[src/design/clock_buffer_frame_manager_defines.svh]
// Assertion macros used by the frame manager controller.
`ifndef CLOCK_BUFFER_FRAME_MANAGER_DEFINES_SVH
`define CLOCK_BUFFER_FRAME_MANAGER_DEFINES_SVH

// Same-cycle implication, sampled on clk, off while in reset.
`define CBFM_ASSERT_NOW(lbl, ante, cons, msg) \
    lbl: assert property (@(posedge clk) disable iff (!rst_n) (ante) |-> (cons)) \
        else $error(msg);

// Next-cycle implication, sampled on clk, off while in reset.
`define CBFM_ASSERT_NEXT(lbl, ante, cons, msg) \
    lbl: assert property (@(posedge clk) disable iff (!rst_n) (ante) |=> (cons)) \
        else $error(msg);

`endif

[src/design/cbfm_pkg.sv]
package cbfm_pkg;

    localparam int OP_W   = 3;
    localparam int FILE_W = 8;
    localparam int PAGE_W = 32;
    localparam int PIN_W  = 16;
    localparam int FRM_W  = 4;
    localparam int ST_W   = 3;

    localparam logic [PIN_W-1:0] PIN_MAX = 16'hFFFF;

    localparam logic [OP_W-1:0] OP_READ    = 3'd0;
    localparam logic [OP_W-1:0] OP_UNPIN   = 3'd1;
    localparam logic [OP_W-1:0] OP_PLACE   = 3'd2;
    localparam logic [OP_W-1:0] OP_DISPOSE = 3'd3;
    localparam logic [OP_W-1:0] OP_FLUSH   = 3'd4;

    localparam logic [ST_W-1:0] STS_OK         = 3'd0;
    localparam logic [ST_W-1:0] STS_EXCEEDED   = 3'd1;
    localparam logic [ST_W-1:0] STS_NOT_PINNED = 3'd2;
    localparam logic [ST_W-1:0] STS_PINNED     = 3'd3;

    // One frame entry in the tag memory
    typedef struct packed {
        logic              ref_bit;
        logic              dirty;
        logic [PIN_W-1:0]  pins;
        logic [FILE_W-1:0] file_tag;
        logic [PAGE_W-1:0] page_tag;
    } frame_word_t;

    typedef enum logic [2:0] {
        WR_NONE,
        WR_TOUCH,
        WR_UNPIN,
        WR_SWEEP_CLR,
        WR_FILL
    } wr_kind_t;

    typedef enum logic [2:0] {
        RES_ZERO,
        RES_HIT,
        RES_NOT_PINNED,
        RES_EXCEEDED,
        RES_FILL,
        RES_FLUSH,
        RES_PINNED
    } res_kind_t;

    typedef struct packed {
        logic      latch;
        logic      idx_clr;
        logic      idx_inc;
        logic      hand_inc;
        logic      steps_clr;
        logic      steps_inc;
        logic      use_hand;
        logic      mem_rd;
        wr_kind_t  wr;
        logic      valid_clr;
        logic      out_load;
        res_kind_t res;
    } cmd_t;

    typedef struct packed {
        logic [OP_W-1:0] op;
        logic            out_free;
        logic            match;
        logic            file_match;
        logic            busy;
        logic            pins_zero;
        logic            idx_last;
        logic            sweep_limit;
        logic            flush_last;
    } sts_t;

endpackage

[src/design/cbfm_req_if.sv]
interface cbfm_req_if;
    logic                         valid;
    logic                         ready;
    logic [cbfm_pkg::OP_W-1:0]    op;
    logic [cbfm_pkg::FILE_W-1:0]  file_id;
    logic [cbfm_pkg::PAGE_W-1:0]  page_no;
    logic                         mark_dirty;

    modport source (output valid, output op, output file_id, output page_no,
                    output mark_dirty, input ready);
    modport sink (input valid, input op, input file_id, input page_no,
                  input mark_dirty, output ready);
endinterface

[src/design/cbfm_rsp_if.sv]
interface cbfm_rsp_if;
    logic                         valid;
    logic                         ready;
    logic [cbfm_pkg::FRM_W-1:0]   frame;
    logic                         hit;
    logic                         fetch;
    logic                         wb_valid;
    logic [cbfm_pkg::FILE_W-1:0]  wb_file;
    logic [cbfm_pkg::PAGE_W-1:0]  wb_page;
    logic [cbfm_pkg::ST_W-1:0]    status;
    logic                         last;

    modport source (output valid, output frame, output hit, output fetch,
                    output wb_valid, output wb_file, output wb_page,
                    output status, output last, input ready);
    modport sink (input valid, input frame, input hit, input fetch,
                  input wb_valid, input wb_file, input wb_page,
                  input status, input last, output ready);
endinterface

[src/design/cbfm_datapath.sv]
module cbfm_datapath #(
    parameter int NUM_FRAMES = 16
) (
    input  logic                          clk,
    input  logic                          rst_n,
    input  logic [cbfm_pkg::OP_W-1:0]     op,
    input  logic [cbfm_pkg::FILE_W-1:0]   file_id,
    input  logic [cbfm_pkg::PAGE_W-1:0]   page_no,
    input  logic                          mark_dirty,
    input  cbfm_pkg::cmd_t                cmd,
    output cbfm_pkg::sts_t                sts,
    cbfm_rsp_if.source                    rsp
);

    localparam int IW = $clog2(NUM_FRAMES);
    localparam int SW = $clog2(2 * NUM_FRAMES);
    localparam logic [IW-1:0] LAST_IDX    = IW'(NUM_FRAMES - 1);
    localparam logic [SW-1:0] SWEEP_LIMIT = SW'(2 * NUM_FRAMES - 2);
    localparam logic [SW-1:0] FLUSH_LAST  = SW'(NUM_FRAMES - 1);

    logic [cbfm_pkg::OP_W-1:0]    op_reg;
    logic [cbfm_pkg::FILE_W-1:0]  fid_reg;
    logic [cbfm_pkg::PAGE_W-1:0]  pno_reg;
    logic                         md_reg;
    logic [IW-1:0]                idx_reg;
    logic [IW-1:0]                hand_reg;
    logic [SW-1:0]                steps_reg;
    logic [NUM_FRAMES-1:0]        valid_reg;
    cbfm_pkg::frame_word_t        mem [NUM_FRAMES];
    cbfm_pkg::frame_word_t        rd_reg;
    cbfm_pkg::frame_word_t        wr_word;
    logic [IW-1:0]                addr;
    logic                         vld;

    logic                         out_valid_reg;
    logic [cbfm_pkg::FRM_W-1:0]   frame_reg, frame_next;
    logic                         hit_reg, hit_next;
    logic                         fetch_reg, fetch_next;
    logic                         wbv_reg, wbv_next;
    logic [cbfm_pkg::FILE_W-1:0]  wbf_reg, wbf_next;
    logic [cbfm_pkg::PAGE_W-1:0]  wbp_reg, wbp_next;
    logic [cbfm_pkg::ST_W-1:0]    status_reg, status_next;
    logic                         last_reg, last_next;

    assign addr = cmd.use_hand ? hand_reg : idx_reg;
    assign vld  = valid_reg[addr];

    always_comb
    begin
        sts.op          = op_reg;
        sts.out_free    = !out_valid_reg;
        sts.file_match  = vld && (rd_reg.file_tag == fid_reg);
        sts.match       = sts.file_match && (rd_reg.page_tag == pno_reg);
        sts.busy        = vld && (rd_reg.ref_bit || (rd_reg.pins != '0));
        sts.pins_zero   = (rd_reg.pins == '0);
        sts.idx_last    = (idx_reg == LAST_IDX);
        sts.sweep_limit = (steps_reg == SWEEP_LIMIT);
        sts.flush_last  = (steps_reg == FLUSH_LAST);
    end

    always_comb
    begin
        wr_word = rd_reg;
        case (cmd.wr)
            cbfm_pkg::WR_TOUCH:
            begin
                wr_word.ref_bit = 1'b1;
                if (rd_reg.pins != cbfm_pkg::PIN_MAX)
                    wr_word.pins = rd_reg.pins + cbfm_pkg::PIN_W'(1);
            end
            cbfm_pkg::WR_UNPIN:
            begin
                wr_word.pins  = rd_reg.pins - cbfm_pkg::PIN_W'(1);
                wr_word.dirty = rd_reg.dirty | md_reg;
            end
            cbfm_pkg::WR_SWEEP_CLR:
                wr_word.ref_bit = 1'b0;
            cbfm_pkg::WR_FILL:
            begin
                wr_word.ref_bit  = 1'b1;
                wr_word.dirty    = 1'b0;
                wr_word.pins     = cbfm_pkg::PIN_W'(1);
                wr_word.file_tag = fid_reg;
                wr_word.page_tag = pno_reg;
            end
            default:
                wr_word = rd_reg;
        endcase
    end

    // Tag memory: one port, read data registered
    always_ff @(posedge clk)
    begin
        if (cmd.wr != cbfm_pkg::WR_NONE)
            mem[addr] <= wr_word;
        if (cmd.mem_rd)
            rd_reg <= mem[addr];
    end

    always_ff @(posedge clk)
    begin
        if (cmd.latch)
        begin
            op_reg  <= op;
            fid_reg <= file_id;
            pno_reg <= page_no;
            md_reg  <= mark_dirty;
        end
    end

    always_ff @(posedge clk or negedge rst_n)
    begin
        if (!rst_n)
        begin
            valid_reg <= '0;
            hand_reg  <= LAST_IDX;
            idx_reg   <= '0;
            steps_reg <= '0;
        end
        else
        begin
            if (cmd.wr == cbfm_pkg::WR_FILL)
                valid_reg[addr] <= 1'b1;
            else if (cmd.valid_clr)
                valid_reg[addr] <= 1'b0;
            if (cmd.hand_inc)
                hand_reg <= (hand_reg == LAST_IDX) ? '0 : hand_reg + IW'(1);
            if (cmd.idx_clr)
                idx_reg <= '0;
            else if (cmd.idx_inc)
                idx_reg <= idx_reg + IW'(1);
            if (cmd.steps_clr)
                steps_reg <= '0;
            else if (cmd.steps_inc)
                steps_reg <= steps_reg + SW'(1);
        end
    end

    always_comb
    begin
        frame_next  = '0;
        hit_next    = 1'b0;
        fetch_next  = 1'b0;
        wbv_next    = 1'b0;
        wbf_next    = '0;
        wbp_next    = '0;
        status_next = cbfm_pkg::STS_OK;
        last_next   = 1'b1;
        case (cmd.res)
            cbfm_pkg::RES_HIT:
            begin
                frame_next = cbfm_pkg::FRM_W'(idx_reg);
                hit_next   = 1'b1;
            end
            cbfm_pkg::RES_NOT_PINNED:
            begin
                frame_next  = cbfm_pkg::FRM_W'(idx_reg);
                hit_next    = 1'b1;
                status_next = cbfm_pkg::STS_NOT_PINNED;
            end
            cbfm_pkg::RES_EXCEEDED:
                status_next = cbfm_pkg::STS_EXCEEDED;
            cbfm_pkg::RES_FILL:
            begin
                frame_next = cbfm_pkg::FRM_W'(hand_reg);
                fetch_next = (op_reg == cbfm_pkg::OP_READ);
                if (vld && rd_reg.dirty)
                begin
                    wbv_next = 1'b1;
                    wbf_next = rd_reg.file_tag;
                    wbp_next = rd_reg.page_tag;
                end
            end
            cbfm_pkg::RES_FLUSH:
            begin
                frame_next = cbfm_pkg::FRM_W'(hand_reg);
                last_next  = 1'b0;
                if (rd_reg.dirty)
                begin
                    wbv_next = 1'b1;
                    wbf_next = rd_reg.file_tag;
                    wbp_next = rd_reg.page_tag;
                end
            end
            cbfm_pkg::RES_PINNED:
            begin
                frame_next  = cbfm_pkg::FRM_W'(hand_reg);
                status_next = cbfm_pkg::STS_PINNED;
            end
            default:
                last_next = 1'b1;
        endcase
    end

    always_ff @(posedge clk or negedge rst_n)
    begin
        if (!rst_n)
            out_valid_reg <= 1'b0;
        else if (cmd.out_load)
            out_valid_reg <= 1'b1;
        else if (rsp.ready)
            out_valid_reg <= 1'b0;
    end

    always_ff @(posedge clk)
    begin
        if (cmd.out_load)
        begin
            frame_reg  <= frame_next;
            hit_reg    <= hit_next;
            fetch_reg  <= fetch_next;
            wbv_reg    <= wbv_next;
            wbf_reg    <= wbf_next;
            wbp_reg    <= wbp_next;
            status_reg <= status_next;
            last_reg   <= last_next;
        end
    end

    assign rsp.valid    = out_valid_reg;
    assign rsp.frame    = frame_reg;
    assign rsp.hit      = hit_reg;
    assign rsp.fetch    = fetch_reg;
    assign rsp.wb_valid = wbv_reg;
    assign rsp.wb_file  = wbf_reg;
    assign rsp.wb_page  = wbp_reg;
    assign rsp.status   = status_reg;
    assign rsp.last     = last_reg;

endmodule

[src/design/cbfm_ctrl.sv]
`include "clock_buffer_frame_manager_defines.svh"

module cbfm_ctrl (
    input  logic            clk,
    input  logic            rst_n,
    input  logic            in_valid,
    output logic            in_ready,
    input  cbfm_pkg::sts_t  sts,
    output cbfm_pkg::cmd_t  cmd
);

    typedef enum logic [3:0] {
        ST_IDLE,
        ST_DISPATCH,
        ST_LK_RD,
        ST_LK_EV,
        ST_SW_RD,
        ST_SW_EV,
        ST_FL_RD,
        ST_FL_EV,
        ST_ZERO
    } state_t;

    state_t state_reg, state_next;
    logic   accept_now;
    logic   sweep_stop;

    assign in_ready   = (state_reg == ST_IDLE);
    assign accept_now = in_valid && in_ready;
    assign sweep_stop = (state_reg == ST_SW_EV) && sts.out_free && sts.busy && sts.sweep_limit;

    always_comb
    begin
        cmd        = '0;
        state_next = state_reg;
        case (state_reg)
            ST_IDLE:
            begin
                if (in_valid)
                begin
                    cmd.latch   = 1'b1;
                    cmd.idx_clr = 1'b1;
                    state_next  = ST_DISPATCH;
                end
            end
            ST_DISPATCH:
            begin
                case (sts.op)
                    cbfm_pkg::OP_READ, cbfm_pkg::OP_UNPIN,
                    cbfm_pkg::OP_PLACE, cbfm_pkg::OP_DISPOSE:
                        state_next = ST_LK_RD;
                    cbfm_pkg::OP_FLUSH:
                    begin
                        cmd.hand_inc  = 1'b1;
                        cmd.steps_clr = 1'b1;
                        state_next    = ST_FL_RD;
                    end
                    default:
                        state_next = ST_ZERO;
                endcase
            end
            ST_LK_RD:
            begin
                cmd.mem_rd = 1'b1;
                state_next = ST_LK_EV;
            end
            ST_LK_EV:
            begin
                if (sts.out_free)
                begin
                    if (sts.match)
                    begin
                        cmd.out_load = 1'b1;
                        cmd.res      = cbfm_pkg::RES_HIT;
                        state_next   = ST_IDLE;
                        case (sts.op)
                            cbfm_pkg::OP_UNPIN:
                            begin
                                if (sts.pins_zero)
                                    cmd.res = cbfm_pkg::RES_NOT_PINNED;
                                else
                                    cmd.wr = cbfm_pkg::WR_UNPIN;
                            end
                            cbfm_pkg::OP_DISPOSE:
                                cmd.valid_clr = 1'b1;
                            default:
                                cmd.wr = cbfm_pkg::WR_TOUCH;
                        endcase
                    end
                    else if (sts.idx_last)
                    begin
                        if (sts.op == cbfm_pkg::OP_READ || sts.op == cbfm_pkg::OP_PLACE)
                        begin
                            cmd.hand_inc  = 1'b1;
                            cmd.steps_clr = 1'b1;
                            state_next    = ST_SW_RD;
                        end
                        else
                        begin
                            cmd.out_load = 1'b1;
                            cmd.res      = cbfm_pkg::RES_ZERO;
                            state_next   = ST_IDLE;
                        end
                    end
                    else
                    begin
                        cmd.idx_inc = 1'b1;
                        state_next  = ST_LK_RD;
                    end
                end
            end
            ST_SW_RD:
            begin
                cmd.use_hand = 1'b1;
                cmd.mem_rd   = 1'b1;
                state_next   = ST_SW_EV;
            end
            ST_SW_EV:
            begin
                cmd.use_hand = 1'b1;
                if (sts.out_free)
                begin
                    if (sts.busy)
                    begin
                        cmd.wr        = cbfm_pkg::WR_SWEEP_CLR;
                        cmd.hand_inc  = 1'b1;
                        cmd.steps_inc = 1'b1;
                        if (sts.sweep_limit)
                        begin
                            cmd.out_load = 1'b1;
                            cmd.res      = cbfm_pkg::RES_EXCEEDED;
                            state_next   = ST_IDLE;
                        end
                        else
                            state_next = ST_SW_RD;
                    end
                    else
                    begin
                        cmd.wr       = cbfm_pkg::WR_FILL;
                        cmd.out_load = 1'b1;
                        cmd.res      = cbfm_pkg::RES_FILL;
                        state_next   = ST_IDLE;
                    end
                end
            end
            ST_FL_RD:
            begin
                cmd.use_hand = 1'b1;
                cmd.mem_rd   = 1'b1;
                state_next   = ST_FL_EV;
            end
            ST_FL_EV:
            begin
                cmd.use_hand = 1'b1;
                if (sts.out_free)
                begin
                    if (sts.file_match && !sts.pins_zero)
                    begin
                        cmd.out_load = 1'b1;
                        cmd.res      = cbfm_pkg::RES_PINNED;
                        state_next   = ST_IDLE;
                    end
                    else
                    begin
                        if (sts.file_match)
                        begin
                            cmd.out_load  = 1'b1;
                            cmd.res       = cbfm_pkg::RES_FLUSH;
                            cmd.valid_clr = 1'b1;
                        end
                        cmd.hand_inc = 1'b1;
                        if (sts.flush_last)
                            state_next = ST_ZERO;
                        else
                        begin
                            cmd.steps_inc = 1'b1;
                            state_next    = ST_FL_RD;
                        end
                    end
                end
            end
            ST_ZERO:
            begin
                if (sts.out_free)
                begin
                    cmd.out_load = 1'b1;
                    cmd.res      = cbfm_pkg::RES_ZERO;
                    state_next   = ST_IDLE;
                end
            end
            default:
                state_next = ST_IDLE;
        endcase
    end

    always_ff @(posedge clk or negedge rst_n)
    begin
        if (!rst_n)
            state_reg <= ST_IDLE;
        else
            state_reg <= state_next;
    end

    `CBFM_ASSERT_NOW(a_load_when_free, cmd.out_load, sts.out_free, "load over pending result")
    `CBFM_ASSERT_NOW(a_rd_wr_apart, cmd.mem_rd, cmd.wr == cbfm_pkg::WR_NONE, "read with write")
    `CBFM_ASSERT_NEXT(a_accept_dispatch, accept_now, state_reg == ST_DISPATCH, "no dispatch")
    `CBFM_ASSERT_NEXT(a_sweep_stop, sweep_stop, state_reg == ST_IDLE, "sweep ran past its limit")

endmodule

[src/design/clock_buffer_frame_manager.sv]
// Channel | Role | Payload
// req     | sink   | op, file_id, page_no, mark_dirty
// rsp     | source | frame, hit, fetch, wb_valid, wb_file, wb_page, status, last
//
// One item at a time. Each frame visit is a tag memory read, then an evaluate step,
// because the tag memory has a single port with registered read data.
// Read/place: a lookup miss goes on to a clock sweep, which ends in a fill or an exceeded status.
// Unpin/dispose: lookup only, no sweep; flush walks the frames and is held by result stalls.
// Reset clears valid bits, the hand (to N-1) and the controller; no clearing pass.
// A waiting result holds every evaluate step until it is taken; req is ready only while idle.
module clock_buffer_frame_manager #(
    parameter int NUM_FRAMES = 16
) (
    input  logic        clk,
    input  logic        rst_n,
    cbfm_req_if.sink    req,
    cbfm_rsp_if.source  rsp
);

    cbfm_pkg::cmd_t cmd;
    cbfm_pkg::sts_t sts;
    logic           in_ready;

    assign req.ready = in_ready;

    // Sequencer: lookup, clock sweep and flush walk
    cbfm_ctrl u_ctrl (
        .clk      (clk),
        .rst_n    (rst_n),
        .in_valid (req.valid),
        .in_ready (in_ready),
        .sts      (sts),
        .cmd      (cmd)
    );

    // Frame state, tag memory, hand and result register
    cbfm_datapath #(
        .NUM_FRAMES (NUM_FRAMES)
    ) u_datapath (
        .clk        (clk),
        .rst_n      (rst_n),
        .op         (req.op),
        .file_id    (req.file_id),
        .page_no    (req.page_no),
        .mark_dirty (req.mark_dirty),
        .cmd        (cmd),
        .sts        (sts),
        .rsp        (rsp)
    );

endmodule

[src/flat_wrapper.sv]
// flat-port wrapper written by rule: the top's interface ports become plain ports
module clock_buffer_frame_manager_flat 
#(
    parameter int NUM_FRAMES = 16
)
  (clk, rst_n, req_valid, req_op, req_file_id, req_page_no, req_mark_dirty, req_ready, rsp_valid, rsp_frame, rsp_hit, rsp_fetch, rsp_wb_valid, rsp_wb_file, rsp_wb_page, rsp_status, rsp_last, rsp_ready);
  cbfm_req_if req_i ();
  cbfm_rsp_if rsp_i ();
  input  logic clk;
  input  logic rst_n;
  input wire logic [$bits(req_i.valid)-1:0] req_valid;
  input wire logic [$bits(req_i.op)-1:0] req_op;
  input wire logic [$bits(req_i.file_id)-1:0] req_file_id;
  input wire logic [$bits(req_i.page_no)-1:0] req_page_no;
  input wire logic [$bits(req_i.mark_dirty)-1:0] req_mark_dirty;
  output wire logic [$bits(req_i.ready)-1:0] req_ready;
  output wire logic [$bits(rsp_i.valid)-1:0] rsp_valid;
  output wire logic [$bits(rsp_i.frame)-1:0] rsp_frame;
  output wire logic [$bits(rsp_i.hit)-1:0] rsp_hit;
  output wire logic [$bits(rsp_i.fetch)-1:0] rsp_fetch;
  output wire logic [$bits(rsp_i.wb_valid)-1:0] rsp_wb_valid;
  output wire logic [$bits(rsp_i.wb_file)-1:0] rsp_wb_file;
  output wire logic [$bits(rsp_i.wb_page)-1:0] rsp_wb_page;
  output wire logic [$bits(rsp_i.status)-1:0] rsp_status;
  output wire logic [$bits(rsp_i.last)-1:0] rsp_last;
  input wire logic [$bits(rsp_i.ready)-1:0] rsp_ready;
  assign req_i.valid = req_valid;
  assign req_i.op = req_op;
  assign req_i.file_id = req_file_id;
  assign req_i.page_no = req_page_no;
  assign req_i.mark_dirty = req_mark_dirty;
  assign req_ready = req_i.ready;
  assign rsp_valid = rsp_i.valid;
  assign rsp_frame = rsp_i.frame;
  assign rsp_hit = rsp_i.hit;
  assign rsp_fetch = rsp_i.fetch;
  assign rsp_wb_valid = rsp_i.wb_valid;
  assign rsp_wb_file = rsp_i.wb_file;
  assign rsp_wb_page = rsp_i.wb_page;
  assign rsp_status = rsp_i.status;
  assign rsp_last = rsp_i.last;
  assign rsp_i.ready = rsp_ready;
  clock_buffer_frame_manager #(.NUM_FRAMES(NUM_FRAMES)) u_core (.clk(clk), .rst_n(rst_n), .req(req_i), .rsp(rsp_i));
endmodule
[config.mk]
export PLATFORM = sky130hd
export DESIGN_NAME = clock_buffer_frame_manager_flat
export DESIGN_NICKNAME = d
export VERILOG_FILES = /design/src/design/cbfm_pkg.sv /design/src/design/cbfm_req_if.sv /design/src/design/cbfm_rsp_if.sv /design/src/design/cbfm_datapath.sv /design/src/design/cbfm_ctrl.sv /design/src/design/clock_buffer_frame_manager.sv /design/src/flat_wrapper.sv
export VERILOG_INCLUDE_DIRS = /design/src /design/src/design
export SDC_FILE = /design/constraint.sdc
export NUM_CORES = 1
export LEC_CHECK = 0
export BUFFER_PORTS_ARGS = -buffer_cell sky130_fd_sc_hd__buf_4
export CAP_MARGIN = 10
export CORE_MARGIN = 1.5
export CORE_UTILIZATION = 25
export DETAILED_ROUTE_END_ITERATION = 8
export PLACE_DENSITY = 0.49
export SYNTH_ARGS = -nofsm -noshare
export SYNTH_HDL_FRONTEND = slang
export SYNTH_SLANG_ARGS = --single-unit
[constraint.sdc]
create_clock -name clk -period 10.47 [get_ports clk]
set_input_delay 1.047 -clock clk [delete_from_list [all_inputs] [get_ports clk]]
set_output_delay 1.047 -clock clk [all_outputs]
set_load 0.01 [all_outputs]
==> impl_results.md <==
- Outcome: finished clean
- Average size of a mapped cell: 13.1 um2
- CP Data Arrival Time: 6080 ps
- ANT nets after route: 0
- Peak supply drop: 0.351 mV
- R2R cell count: 9
- Num CTS Buffers: 115
- Clock Latency Late Sink: 730 ps
- DRC Markers: 0
- Max FFs per register: 928
- Yosys warns: 0
- Core area: 0.181 mm2
- Area share of the largest cell type after synthesis: 71.2%
- Worst r2r dst: u_core.u_datapath.mem[9][48]
- Worst EP required: 10850 ps
- Unrepaired setup endpoints after global routing: no
- CTS Buffer Depth: 3
- Share of cells above drive strength 1: between 10 and 15%
- DR iter-0 viols: 2240
- #FFs+latches synth: roughly 1100
- Number of synthesized flops with an enable pin: 1080
- Count of final max-slew check failures: 0
- Syn-to-layout area delta: 15.5%
- Die height: between 400 and 500 um
- Setup slack, reg-to-reg: roughly 4800 ps
- Top FF cell, synth: edfxtp_1
- GP Congestion: 0.792
- Setup TNS: 0 ps
- Fillers: 18300
- Seq/Total Area, Yosys: between 70 and 80%
- Class of the worst hold path: in2async
- # resized after CTS: 0
- Endpoints failing hold: 0
- Peak Freq: ~180 MHz
- Vias: between 20000 and 30000
- Pre-antenna DRT Iters: 7
- Setup-failing EPs final: 0
- # IOs: 101
- Area leader, netlist: edfxtp_1
- Max-Cap Viols: 0
- Final WS setup: 4770 ps
- Top cells by count, synth: 1080 x edfxtp_1, 979 x nand2_1, 265 x nand3_1
- Nets: 3563
- Power Dens Cells: ~330 mW/mm2
- Chip Width: between 400 and 500 um
- Slew @ Worst Pin: approximately 1200 ps
- Vias in the first global route: 27700
- Yosys cell types: 78
- Leak pwr: approximately 17 nW
- First-pass GRT wire length: 189000 um
- Via/cell ratio: 4.73
- Post-synthesis instance area: 0.0456 mm2
- Crit path time final: 5700 ps
- Overall Global Routing Usage: 13.6%
- CTS tree: built
- Startpoint Class: register
- Row count: ~160
- Hold_buf cts: 0
- Worst r2r src: u_core.u_ctrl.state_reg[2]
- Net count after synthesis: 3526
- Final period utilization: a little over half
- CTS Sinks: between 1000 and 1500
- Setup Fix Bufs, Post-CTS: 0
- CP Class: reg2reg
- Setup WS pre-CTS: approximately 4600 ps
- Initial core utilization: roughly a quarter
- Synth top area cells: edfxtp_1 71%, nand2_1 8.1%, a311oi_1 3.3%
- Detailed placement HPWL: roughly 67000 um
- Synth Instances: about 3500
- Top-count cell post-synth: edfxtp_1
- Antenna violations before repair: 3
- Port-buffer cells: between 90 and 100
- Root buffer cell: clkbuf_16
- Ys async rst share: 3.05%
- Total grt overflow: 0
- Setup Skew: between 20 and 25 ps
- Largest net degree at the start of global routing: 153
- Htree depth: 3
- DIE AREA: roughly 0.18 mm2
- WL/cell: 21.5 um
- Clock transition at path regs: ~60 ps
- CP Launch Point: u_core.u_ctrl.state_reg[2]
- Crit Path Max Fanout: 61
- Total routed wirelength: about 130000 um
- Crit end category: register
- Slew headroom: 19.8%
area by class of cell:
class | instances | area, um2 | share of cell area (%)
multi-input combinational | 2096 | 11500 | 21.8
clock inverter | 70 | 532 | 1.01
sequential | 1114 | 33300 | 63.2
antenna | 4 | 10.0 | 0.0190
inverter | 21 | 78.8 | 0.150
timing repair buffer | 160 | 1310 | 2.49
tap | 2370 | 2970 | 5.63
clock buffer | 144 | 3010 | 5.71
worst max path at each step:
| stage | endpoint | slack [ps] | cells after the start |
|---|---|---|---|
| 2_1_floorplan | u_core.u_datapath.rsp.fetch | 4220 | 9 |
| 3_3_place_gp | u_core.u_datapath.mem[14][43] | 4780 | 9 |
| 3_5_place_dp | u_core.u_datapath.mem[12][43] | 4650 | 9 |
| 4_1_cts | u_core.u_datapath.mem[8][43] | 4650 | 9 |
| 5_1_grt | u_core.u_datapath.mem[10][48] | 4350 | 9 |
| 6_report | u_core.u_datapath.mem[9][48] | 4770 | 9 |
metrics by stage:
stage	util, %	total power [mW]	hold WS [ps]	instance area [um2]	instances
3_3_place_gp	27.1	13.4	484	49000	5756
6_report	29.1	17.2	278	52600	5979
4_1_cts	29.1	17.4	231	52600	5970
2_1_floorplan	-	10.8	456	45600	3471
5_1_grt	29.1	18.1	289	52600	5975
3_5_place_dp	27.1	13.4	483	49000	5756
kinds of logic after synthesis:
kind of cell / after synthesis / share of synthesized area (%)
other cells: 1 / 0.00823
xor+xnor: 47 / 0.903
flops: 1114 / 73.0
buf+inv: 261 / 2.30
compound gates: 430 / 7.12
simple gates: 1557 / 15.1
fa+ha+maj: 7 / 0.192
mux: 54 / 1.30
worst max-delay path, stage by stage, from the launching register on:
cell       delay, ps
dfrtp_1          620
nand2b_1         470
buf_4            370
a21o_4           490
o2111ai_1        430
o2111ai_4        290
nor3_2           830
nand3_1          680
a2bb2oi_1        300
a21oi_1          820
power breakdown:
part	leakage, nW	internal [mW]	switching (mW)
registers	10.2	6.19	0.390
clock network	1.73	2.20	1.72
logic	5.45	1.86	4.83
routing by layer:
layer	up-vias	part of all wire, %	GRT usage (%)
li1	13000	-	-
met2	696	49	23.1
met5	-	0	0
met4	0	3.1	5.27
met1	14400	43	17.6
met3	170	4.3	1.65
cell usage in the layout, fill, tap and decap left out, types with 13 or more instances in the layout:
master and n:
o2bb2ai_1 13, a21oi_1 72, clkinv_2 20, nor3_1 14
clkbuf_16 116, nor2_4 16, a311oi_1 174, clkinv_1 37
and2_1 43, or3_1 14, nand4_1 18, buf_4 152
nand2_1 979, o21ai_0 20, inv_1 21, a31oi_1 62
nor2_1 31, clkbuf_1 28, xnor2_1 46, nand3_1 265
mux2_2 42, dfrtp_1 30, and3_1 119, edfxtp_1 1080
Note: power is estimated with default switching activity, not from simulation.
